==> src/hw/rtl/utt_pkg.sv <==
package utt_pkg;

    // One input word: a UTF-8 byte or the end marker
    typedef struct packed {
        logic [7:0] data_byte;
        logic       end_of_string;
    } t_in_word;

    // One output word: a UTF-16 code unit
    typedef struct packed {
        logic [15:0] code_unit;
        logic        last_of_run;
    } t_out_word;

    // Decoder state carried between bytes
    typedef struct packed {
        logic [20:0] partial_code;
        logic [1:0]  bytes_remaining;
        logic [1:0]  bytes_held;
    } t_dec_state;

    localparam int MAX_UNITS = 4;
    localparam int CNT_W     = $clog2(MAX_UNITS + 1);

    // Units produced by one input byte, from the decoder to the output buffer
    typedef struct packed {
        logic [MAX_UNITS-1:0][15:0] units;
        logic [CNT_W-1:0]           cnt;
    } t_unit_group;

    localparam logic [15:0] REPL_UNIT    = 16'hFFFD;
    localparam logic [15:0] SURR_HIGH    = 16'hD800;
    localparam logic [15:0] SURR_LOW     = 16'hDC00;
    localparam logic [20:0] SUPP_OFFSET  = 21'h10000;

endpackage

==> src/hw/rtl/utt_decode.sv <==
module utt_decode
    import utt_pkg::*;
(
    input  t_dec_state  i_state,
    input  t_in_word    i_word,
    output t_dec_state  o_state,
    output t_unit_group o_group
);

    logic [7:0]  c;
    logic        is_cont;
    logic        open_seq;
    logic [2:0]  n_flush;
    logic [20:0] cp;
    logic [20:0] v;
    logic [15:0] new_unit0;
    logic [15:0] new_unit1;
    logic [1:0]  new_cnt;

    assign c        = i_word.data_byte;
    assign is_cont  = (c[7:6] == 2'b10);
    assign open_seq = (i_state.bytes_remaining != 2'd0);

    // code point finished by a continuation byte, split into a pair above the BMP
    assign cp = {i_state.partial_code[14:0], c[5:0]};
    assign v  = cp - SUPP_OFFSET;

    always_comb begin
        o_state   = i_state;
        n_flush   = 3'd0;
        new_unit0 = REPL_UNIT;
        new_unit1 = REPL_UNIT;
        new_cnt   = 2'd0;

        if (i_word.end_of_string) begin
            if (open_seq) begin
                n_flush = 3'd1 + {1'b0, i_state.bytes_held};
            end
            o_state = '0;
        end else if (open_seq && is_cont) begin
            o_state.partial_code    = cp;
            o_state.bytes_remaining = i_state.bytes_remaining - 2'd1;
            o_state.bytes_held      = i_state.bytes_held + 2'd1;
            if (i_state.bytes_remaining == 2'd1) begin
                o_state = '0;
                if (|cp[20:16]) begin
                    new_unit0 = SURR_HIGH + {5'd0, v[20:10]};
                    new_unit1 = SURR_LOW + {6'd0, v[9:0]};
                    new_cnt   = 2'd2;
                end else begin
                    new_unit0 = cp[15:0];
                    new_cnt   = 2'd1;
                end
            end
        end else begin
            // broken sequence: one replacement for the lead and each held byte
            if (open_seq) begin
                n_flush = 3'd1 + {1'b0, i_state.bytes_held};
            end
            o_state = '0;
            if (c[7] == 1'b0) begin
                new_unit0 = {8'd0, c};
                new_cnt   = 2'd1;
            end else if (c[7:5] == 3'b110) begin
                o_state.partial_code    = {16'd0, c[4:0]};
                o_state.bytes_remaining = 2'd1;
            end else if (c[7:4] == 4'b1110) begin
                o_state.partial_code    = {17'd0, c[3:0]};
                o_state.bytes_remaining = 2'd2;
            end else if (c[7:3] == 5'b11110) begin
                o_state.partial_code    = {18'd0, c[2:0]};
                o_state.bytes_remaining = 2'd3;
            end else begin
                new_cnt = 2'd1;
            end
        end
    end

    // replacements first, then the units of the new byte
    always_comb begin
        for (int i = 0; i < MAX_UNITS; i++) begin
            if (i < int'(n_flush)) begin
                o_group.units[i] = REPL_UNIT;
            end else if (i == int'(n_flush)) begin
                o_group.units[i] = new_unit0;
            end else begin
                o_group.units[i] = new_unit1;
            end
        end
        o_group.cnt = n_flush + {1'b0, new_cnt};
    end

endmodule

==> src/hw/rtl/utt_outbuf.sv <==
module utt_outbuf
    import utt_pkg::*;
(
    input  logic        i_clk,
    input  logic        i_rst_n,
    input  logic        i_load,
    input  t_unit_group i_group,
    output logic        o_room,
    output logic        o_valid,
    input  logic        i_stall,
    output t_out_word   o_word
);

    logic [MAX_UNITS-1:0][15:0] r_units;
    logic [CNT_W-1:0]           r_cnt;
    logic                       take;

    assign take    = o_valid && !i_stall;
    assign o_valid = (r_cnt != '0);
    assign o_room  = (r_cnt == '0) || ((r_cnt == CNT_W'(1)) && !i_stall);

    assign o_word.code_unit   = r_units[0];
    assign o_word.last_of_run = (r_cnt == CNT_W'(1));

    // count of words still held
    always_ff @(posedge i_clk) begin
        if (!i_rst_n) begin
            r_cnt <= '0;
        end else if (i_load) begin
            r_cnt <= i_group.cnt;
        end else if (take) begin
            r_cnt <= r_cnt - CNT_W'(1);
        end
    end

    // unit shift line, head is the word on the port
    always_ff @(posedge i_clk) begin
        if (i_load) begin
            r_units <= i_group.units;
        end else if (take) begin
            for (int i = 0; i < MAX_UNITS - 1; i++) begin
                r_units[i] <= r_units[i+1];
            end
        end
    end

    a_cnt_range: assert property (@(posedge i_clk) disable iff (!i_rst_n)
        r_cnt <= CNT_W'(MAX_UNITS))
        else $error("output buffer count out of range");

    a_run_continues: assert property (@(posedge i_clk) disable iff (!i_rst_n)
        take && (r_cnt > CNT_W'(1)) |=> o_valid && (r_cnt == $past(r_cnt) - CNT_W'(1)))
        else $error("run dropped before its last word");

    a_hold_on_stall: assert property (@(posedge i_clk) disable iff (!i_rst_n)
        o_valid && i_stall |=> o_valid && (r_cnt == $past(r_cnt)))
        else $error("stalled run changed");

endmodule

==> src/hw/rtl/utf8_to_utf16_transcoder.sv <==
// UTF-8 to UTF-16 transcoder.
// Input channel: i_in_valid / o_in_stall carry one word per byte; a word with
// end_of_string set flushes any open sequence and its data_byte is ignored.
// Output channel: o_out_valid / i_out_stall carry one UTF-16 code unit per
// word; last_of_run marks the final unit caused by one input word.
// Each input byte is decoded in the cycle it is accepted and its units (zero
// to four) land in the output buffer, so the first unit is valid in the
// cycle after acceptance. The buffer sends one unit a cycle while the
// receiver does not stall; a new byte is taken while the buffer is empty or
// its last unit leaves: without stalls, bytes giving at most one unit go
// through at one per cycle; more units hold the input until the last leaves.
// Reset (synchronous, active low) clears the open sequence and empties the
// buffer. When the receiver stalls, the head unit holds and the input stalls
// once the buffer has no room.
module utf8_to_utf16_transcoder
    import utt_pkg::*;
(
    input  logic      i_clk,
    input  logic      i_rst_n,
    input  logic      i_in_valid,
    output logic      o_in_stall,
    input  t_in_word  i_in_data,
    output logic      o_out_valid,
    input  logic      i_out_stall,
    output t_out_word o_out_data
);

    t_dec_state  r_state;
    t_dec_state  n_state;
    t_unit_group group;
    logic        room;
    logic        accept;

    assign o_in_stall = !room;
    assign accept     = i_in_valid && room;

    utt_decode u_decode (
        .i_state (r_state),
        .i_word  (i_in_data),
        .o_state (n_state),
        .o_group (group)
    );

    utt_outbuf u_outbuf (
        .i_clk   (i_clk),
        .i_rst_n (i_rst_n),
        .i_load  (accept),
        .i_group (group),
        .o_room  (room),
        .o_valid (o_out_valid),
        .i_stall (i_out_stall),
        .o_word  (o_out_data)
    );

    // sequence state advances with each accepted word
    always_ff @(posedge i_clk) begin
        if (!i_rst_n) begin
            r_state <= '0;
        end else if (accept) begin
            r_state <= n_state;
        end
    end

    a_held_bound: assert property (@(posedge i_clk) disable iff (!i_rst_n)
        (r_state.bytes_remaining != 2'd0) |->
            ({1'b0, r_state.bytes_remaining} + {1'b0, r_state.bytes_held} <= 3'd3))
        else $error("held and remaining bytes exceed a sequence");

    a_idle_clear: assert property (@(posedge i_clk) disable iff (!i_rst_n)
        (r_state.bytes_remaining == 2'd0) |->
            (r_state.partial_code == '0) && (r_state.bytes_held == 2'd0))
        else $error("stale partial code with no open sequence");

    a_end_closes: assert property (@(posedge i_clk) disable iff (!i_rst_n)
        accept && i_in_data.end_of_string |=> (r_state.bytes_remaining == 2'd0))
        else $error("end marker left a sequence open");

endmodule

==> config.mk <==
export PLATFORM = sky130hd
export DESIGN_NAME = utf8_to_utf16_transcoder
export DESIGN_NICKNAME = d
export VERILOG_FILES = /design/src/hw/rtl/utt_pkg.sv /design/src/hw/rtl/utt_decode.sv /design/src/hw/rtl/utt_outbuf.sv /design/src/hw/rtl/utf8_to_utf16_transcoder.sv
export SDC_FILE = /design/constraint.sdc
export NUM_CORES = 1
export LEC_CHECK = 0
export ABC_CLOCK_PERIOD_IN_PS = 5500
export BUFFER_PORTS_ARGS = -buffer_cell sky130_fd_sc_hd__buf_2
export CAP_MARGIN = 20
export CORE_MARGIN = 2
export CORE_UTILIZATION = 40
export DETAILED_ROUTE_END_ITERATION = 6
export HOLD_SLACK_MARGIN = 0.03
export MAX_ROUTING_LAYER = met4
export PLACE_DENSITY = 0.64
export SLEW_MARGIN = 20
export SYNTH_ARGS = -nofsm -noshare
export SYNTH_HDL_FRONTEND = slang
export SYNTH_SLANG_ARGS = --single-unit
==> constraint.sdc <==
create_clock -name i_clk -period 5.5 [get_ports i_clk]
set_input_delay 0.275 -clock i_clk [delete_from_list [all_inputs] [get_ports i_clk]]
set_output_delay 0.275 -clock i_clk [all_outputs]
set_load 0.01 [all_outputs]
==> flow_metrics.tcl, run 1 <==
set metrics [dict create \
    outcome "complete, no violations" \
    start_kind "flip-flop" \
    power_uw 1910 \
    cp_cell_sequence "inv_1 -> ha_1 -> or4b_1 -> nand3_1 -> inv_1 -> fa_1 -> xor2_1 -> o2111a_1" \
    hpwl_mm 6.84 \
    drtIter0Drc 328 \
    reg2reg_depth 8 \
    power_leakage_uw 0.00149 \
    drt-total-wl_mm 10.2 \
    hp-class "primary input to flip-flop" \
    yosysTopAreaCellShare_pct 43.8 \
    drc 0 \
    cts_max_level 3 \
    multi_input_area_sq_um 1690 \
    r2r-end "u_outbuf.r_cnt[2]" \
    cp_common_cell "inv_1" \
    dieArea_sq_um 11800 \
    clk_pin_slew_worst_paths_ps 90 \
    fin_util_pct 43.7 \
    setup_viol 0 \
    fin_crit_ps 3100 \
    syn-num-nets 445 \
    path_delay_family "simple AND/OR/NAND/NOR gates" \
    place_ws_ps 2470 \
    crit_type "flip-flop to flip-flop" \
    hold_path_depth 3 \
    cpPeakStageDelay_ps 670 \
    seqCellArea_sq_um 2360 \
    numClockSinks 86 \
    fin_tns_setup_ps 0 \
    max_freq_ghz 0.323 \
    holdCritStartpoint "i_rst_n" \
    synth_seq_area_share_pct 53.8 \
    async_flop_share_pct 0 \
    syn_avg_cell_area_sq_um 10.4 \
    clockBufferDepth 2 \
    firstDrtPassIters 5 \
    num_rows 38 \
    synth_cell_types 60 \
    grt_pass1_vias 3061 \
    final.setup_skew_ps 11.8 \
    nets 448 \
    wire_per_inst_um 17.9 \
    min_delay_worst_endpoint "u_outbuf.r_cnt[1]" \
    ir_drop_mv 0.230 \
    slew_violations 0 \
    numCtsBuffers 9 \
    drive_above_1_share_pct 16.2 \
    hold_buffers 0 \
    post_synth_instance_area_sq_um 4390 \
    grt_overflow 0 \
    die_x_um 109 \
    ios 32 \
    grt_max_degree 62 \
    antenna_found_initial 0 \
    cts_tree "done" \
    maxCapViolCount 0 \
    synth_edf_count 64 \
    ant_nets 0 \
    initial_core_util_pct 40.7 \
    cp_max_fo 17 \
    power_density_nw_per_um2 406 \
    finalHoldViolCount 0 \
    syn2layout_area_growth_pct 7.44 \
    final_cell_mix "64 x edfxtp_1, 62 x nor2_1, 31 x buf_2" \
    core_area_sq_um 10800 \
    port_buffers 31 \
    track_usage_pct 18.8 \
    r2r_start "r_state[14]" \
    cts_setup_buffers 0 \
    crit_buf_inv 2 \
    synth_area_leader_cell "edfxtp_1" \
    grt_pass1_wl_mm 16.1 \
    synth_seq_cells 86 \
    vias 3303 \
    ff2ff_setup_slack_ps 2400 \
    die_height_um 109 \
    layout_commonest_cell "edfxtp_1" \
    worstSkewPairLatency_ps 380 \
    nFillCells 1006 \
    setup_ws_ps 2400 \
    worstPathArrival_ps 3370 \
    via_per_inst 5.78 \
    synth_area_leaders "edfxtp_1 44%, dfxtp_1 10%, nor2_1 5.3%" \
    diodes 0 \
    synthCells 423 \
    rsz0062_at_grt "no" \
    period_share_pct 56.3 \
    ys_warn_count 0 \
    slew_headroom_pct 42.5 \
    root_buffer "clkbuf_8" \
    cts_resized 0 \
    cp.required_ps 5770 \
    crit_slowest_cell "or4b_1" \
    ys.flop_type "edfxtp_1" \
    tightestPinTransition_ps 856 \
    place.gp.congestion 0.913 \
    endpoint_kind "flip-flop" \
]
## flip-flops by register name (all words and copies together) (netlist names)
name and cells:
u_outbuf.r_cnt 3, u_outbuf.r_units 48, r_state 19, u_outbuf.o_word 16
## logic make-up after synthesis
kind of cell | Yosys count | synth area share [%]
DFF | 86 | 53.8
and+or+nand+nor | 142 | 16.1
buffers and inverters | 69 | 7.90
AOI/OAI and AO/OA | 111 | 18.1
adders and majority gates | 9 | 2.74
xor gates and xnor gates | 3 | 0.599
muxes | 3 | 0.713
## where the power goes
group	internal, uW	leakage, uW	switching, uW
registers	876	0.000668	30.0
logic	174	0.000723	379
clock network	214	0.0000984	242
## how the worst max path moves through the flow
stage | startpoint | end | slack [ps] | depth (start not counted)
floorplan | u_outbuf.r_cnt[0] | u_outbuf.r_cnt[1] | 1500 | 6
global placement | r_state[14] | u_outbuf.r_cnt[2] | 2560 | 8
detailed placement | r_state[14] | u_outbuf.r_cnt[2] | 2470 | 8
CTS | r_state[14] | u_outbuf.r_cnt[2] | 2450 | 8
global route | r_state[14] | u_outbuf.r_cnt[2] | 2210 | 8
finish | r_state[14] | u_outbuf.r_cnt[2] | 2400 | 8
## Yosys cell counts (all sizes together) (3+ instances only)
library cell and number:
a32oi 14, nor4b 3, o221ai 6, buf 30, a311oi 3, a211oi 4
dfxtp 22, edfxtp 64, o22a 10, nand3 6, nand4 3, nor3b 3
nor2 62, o21ai 19, nor2b 4, a31oi 7, a21oi 19, nor3 12
nand2b 5, o22ai 6, a2bb2oi 3, nand2 29, nand3b 3, o32ai 3
or3 3, clkbuf 14, inv 25, ha 8
## layer usage
| metal | up-vias | global-route usage (%) | routed length (um) |
|---|---|---|---|
| met5 | - | - | 0 |
| met4 | 0 | 9.16 | 276 |
| met3 | 21 | 2.75 | 456 |
| met2 | 100 | 30.4 | 4990 |
| met1 | 1629 | 23.0 | 4500 |
| li1 | 1553 | - | - |
## worst min-delay path: stages
cell and delay [ps]:
buf_2 110, o21ai_0 70, a31oi_1 40
## through the flow
step / instances / instance area (sq um) / hold slack, ps
floorplan: 423 / 4390 / 413
global placement: 555 / 4520 / 442
detailed placement: 555 / 4520 / 454
CTS: 571 / 4710 / 151
global route: 571 / 4710 / 174
finish: 571 / 4710 / 164
## area by class of cell
class                           instances  share of cell area (%)
Inverter                               25                    1.99
Clock inverter                          6                    1.51
Clock buffer                           10                    2.71
Tap cell                              140                    3.72
Multi-Input combinational cell        268                    35.9
Timing Repair Buffer                   36                    4.09
Sequential cell                        86                    50.1
Note: power is estimated with default switching activity, not from simulation.
==> run 2, diff against run 1 <==
--- a/config.mk
+++ b/config.mk
@@ -5,7 +5,7 @@
 export SDC_FILE = /design/constraint.sdc
 export NUM_CORES = 1
 export LEC_CHECK = 0
-export ABC_CLOCK_PERIOD_IN_PS = 5500
+export ABC_CLOCK_PERIOD_IN_PS = 3150
 export BUFFER_PORTS_ARGS = -buffer_cell sky130_fd_sc_hd__buf_2
 export CAP_MARGIN = 20
 export CORE_MARGIN = 2
==> constraint.sdc (replaced) <==
create_clock -name i_clk -period 3.15 [get_ports i_clk]
set_input_delay 0.1575 -clock i_clk [delete_from_list [all_inputs] [get_ports i_clk]]
set_output_delay 0.1575 -clock i_clk [all_outputs]
set_load 0.01 [all_outputs]
==> run 2 against run 1 <==
Net effect:
- sequential power rose by 75%
- die area unchanged
- first-iteration DRC count down 24%
- non-clock buffer count up 6
- count of clock-buffer cells in the layout fell by 1
- flip-flop and latch count is the same
- routed wire length up 2.0%
- combinational power grew 83%
- power up 80%
- global-route usage is 1.0 points higher
- critical path depth rose by 1
- worst hold slack worse by 120 ps
- critical path type unchanged
- largest cell class unchanged
==> flow_metrics.tcl, run 2 (same netlist as run 1, synthesis figures left out) <==
set metrics [dict create \
    cp_common_cell "ha_1" \
    largest_reg_flops 48 \
    die_x_um 109 \
    layout_commonest_cell "edfxtp_1" \
    tightestPinTransition_ps 857 \
    cts_tree "done" \
    core_area_sq_um 10800 \
    diodes 0 \
    cp.required_ps 3390 \
    numClockSinks 86 \
    grt_max_degree 53 \
    via_per_inst 5.59 \
    max_freq_ghz 0.372 \
    antenna_found_initial 0 \
    regMostFlops "u_outbuf.r_units" \
    hp-class "primary input to flip-flop" \
    pwr-share-comb_pct 29.2 \
    slew_headroom_pct 42.4 \
    endpoint_kind "flip-flop" \
    rsz0062_at_grt "no" \
    grt_use_met3_pct 2.93 \
    p_sw_share_pct 34.4 \
    maxCapViolCount 0 \
    p_switching_uw 1180 \
    syn2layout_area_growth_pct 9.32 \
    drc 0 \
    track_usage_pct 19.7 \
    outcome "complete, no violations" \
    numCtsBuffers 9 \
    use_met2_pct 30.5 \
    path_delay_family "adder cells" \
    period_share_pct 85.2 \
    worstSkewPairLatency_ps 390 \
    hpwl_mm 7.09 \
    power_density_nw_per_um2 717 \
    drive_above_1_share_pct 17.6 \
    ir_drop_mv 0.384 \
    crit_slowest_cell "nor4b_1" \
    finalHoldViolCount 0 \
    num_rows 38 \
    holdCritStartpoint "i_rst_n" \
    final.setup_skew_ps 11.7 \
    final_cell_mix "64 x edfxtp_1, 62 x nor2_1, 31 x buf_2" \
    fin_crit_ps 2680 \
    grt_pass1_wl_mm 16.9 \
    firstDrtPassIters 5 \
    clk_pin_slew_worst_paths_ps 100 \
    slew_violations 0 \
    start_kind "flip-flop" \
    cts_resized 0 \
    ios 32 \
    cp_max_fo 4 \
    die_height_um 109 \
    top_usage_layer "met2" \
    grtUsageMet1_pct 25.3 \
    drtIter0Drc 248 \
    nets 454 \
    place.gp.congestion 0.972 \
    grt_overflow 0 \
    vias 3224 \
    r2r-end "u_outbuf.r_cnt[1]" \
    crit_type "flip-flop to flip-flop" \
    power_leakage_uw 0.00154 \
    cts_max_level 3 \
    crit_buf_inv 1 \
    initial_core_util_pct 40.7 \
    root_buffer "clkbuf_8" \
    hold_buffers 0 \
    fin_tns_setup_ps 0 \
    p_int_uw 2260 \
    worstPathArrival_ps 2920 \
    dieArea_sq_um 11800 \
    drt-total-wl_mm 10.4 \
    cts_setup_buffers 0 \
    clockBufferDepth 2 \
    seqPwrFrac_pct 46.2 \
    ant_nets 0 \
    min_delay_worst_endpoint "u_outbuf.r_cnt[1]" \
    grt_pass1_vias 3166 \
    setup_viol 0 \
    power_uw 3440 \
    cp_cell_sequence "inv_1 -> ha_1 -> nor4b_1 -> a21oi_1 -> a311oi_1 -> ha_1 -> fa_1 -> nand2_1 -> a31oi_1" \
    clock_power_share_pct 24.6 \
    r2r_start "r_state[14]" \
    hold_path_depth 3 \
    port_buffers 31 \
    ff2ff_setup_slack_ps 470 \
    cpPeakStageDelay_ps 480 \
    wire_per_inst_um 18.1 \
    reg2reg_depth 9 \
]
==> run 2: cell count changes in the layout (fill, tap and decap cells not counted), sizes merged <==
cell,delta
clkinv,-2
inv,+4
clkinvlp,-1
buf,+6
clkbuf,-1
==> run 2: power groups by stage <==
stage | combinational (uW) | sequential (uW) | clock [uW]
after floorplan | 757 | 1600 | 0
after global placement | 996 | 1610 | 0
after detailed placement | 1020 | 1610 | 0
after CTS | 1020 | 1590 | 853
after global routing | 1120 | 1610 | 909
final | 1010 | 1590 | 846
==> run 2: worst max path at each step <==
stage | startpoint | endpoint | slack, ps | cells past startpoint
final | r_state[14] | u_outbuf.r_cnt[1] | 470 | 9
after global routing | r_state[14] | u_outbuf.r_cnt[1] | 300 | 9
after CTS | r_state[2] | u_outbuf.r_cnt[2] | 520 | 9
after detailed placement | r_state[2] | u_outbuf.r_cnt[2] | 540 | 9
after global placement | r_state[2] | u_outbuf.r_cnt[2] | 590 | 9
after floorplan | u_outbuf.r_cnt[0] | u_outbuf.r_cnt[1] | 140 | 6
==> run 2: area by class of cell <==
| type | instances | area [sq um] |
|---|---|---|
| Fill cell | 1028 | 6000 |
| Sequential cell | 86 | 2360 |
| Multi-Input combinational cell | 268 | 1690 |
| Timing Repair Buffer | 42 | 263 |
| Tap cell | 140 | 175 |
| Clock buffer | 9 | 124 |
| Inverter | 25 | 93.8 |
| Clock inverter | 7 | 87.6 |
==> run 2: worst register-to-register path, stage by stage, from the launching register on <==
cell      delay [ps]
dfxtp_1          340
inv_1             80
ha_1             210
nor4b_1          480
a21oi_1          220
a311oi_1         410
ha_1             230
fa_1             420
nand2_1           70
a31oi_1           80
==> run 2: metrics by stage <==
step           utilization (%)  hold slack (ps)  area, sq um  worst slack (ps)  std cells
2_1_floorplan                -              296         4390               141        423
3_3_place_gp              42.5              437         4590               587        561
3_5_place_dp              42.5              454         4590               537        561
4_1_cts                   44.4             38.2         4800               518        577
5_1_grt                   44.4             77.8         4800               297        577
6_report                  44.4             42.8         4800               465        577
==> run 2: per-layer routing <==
metal  vias up  routed length, um
met5         -                  0
met4         0                351
met3        29                523
met2        95               4950
met1      1533               4590
li1       1567                  -
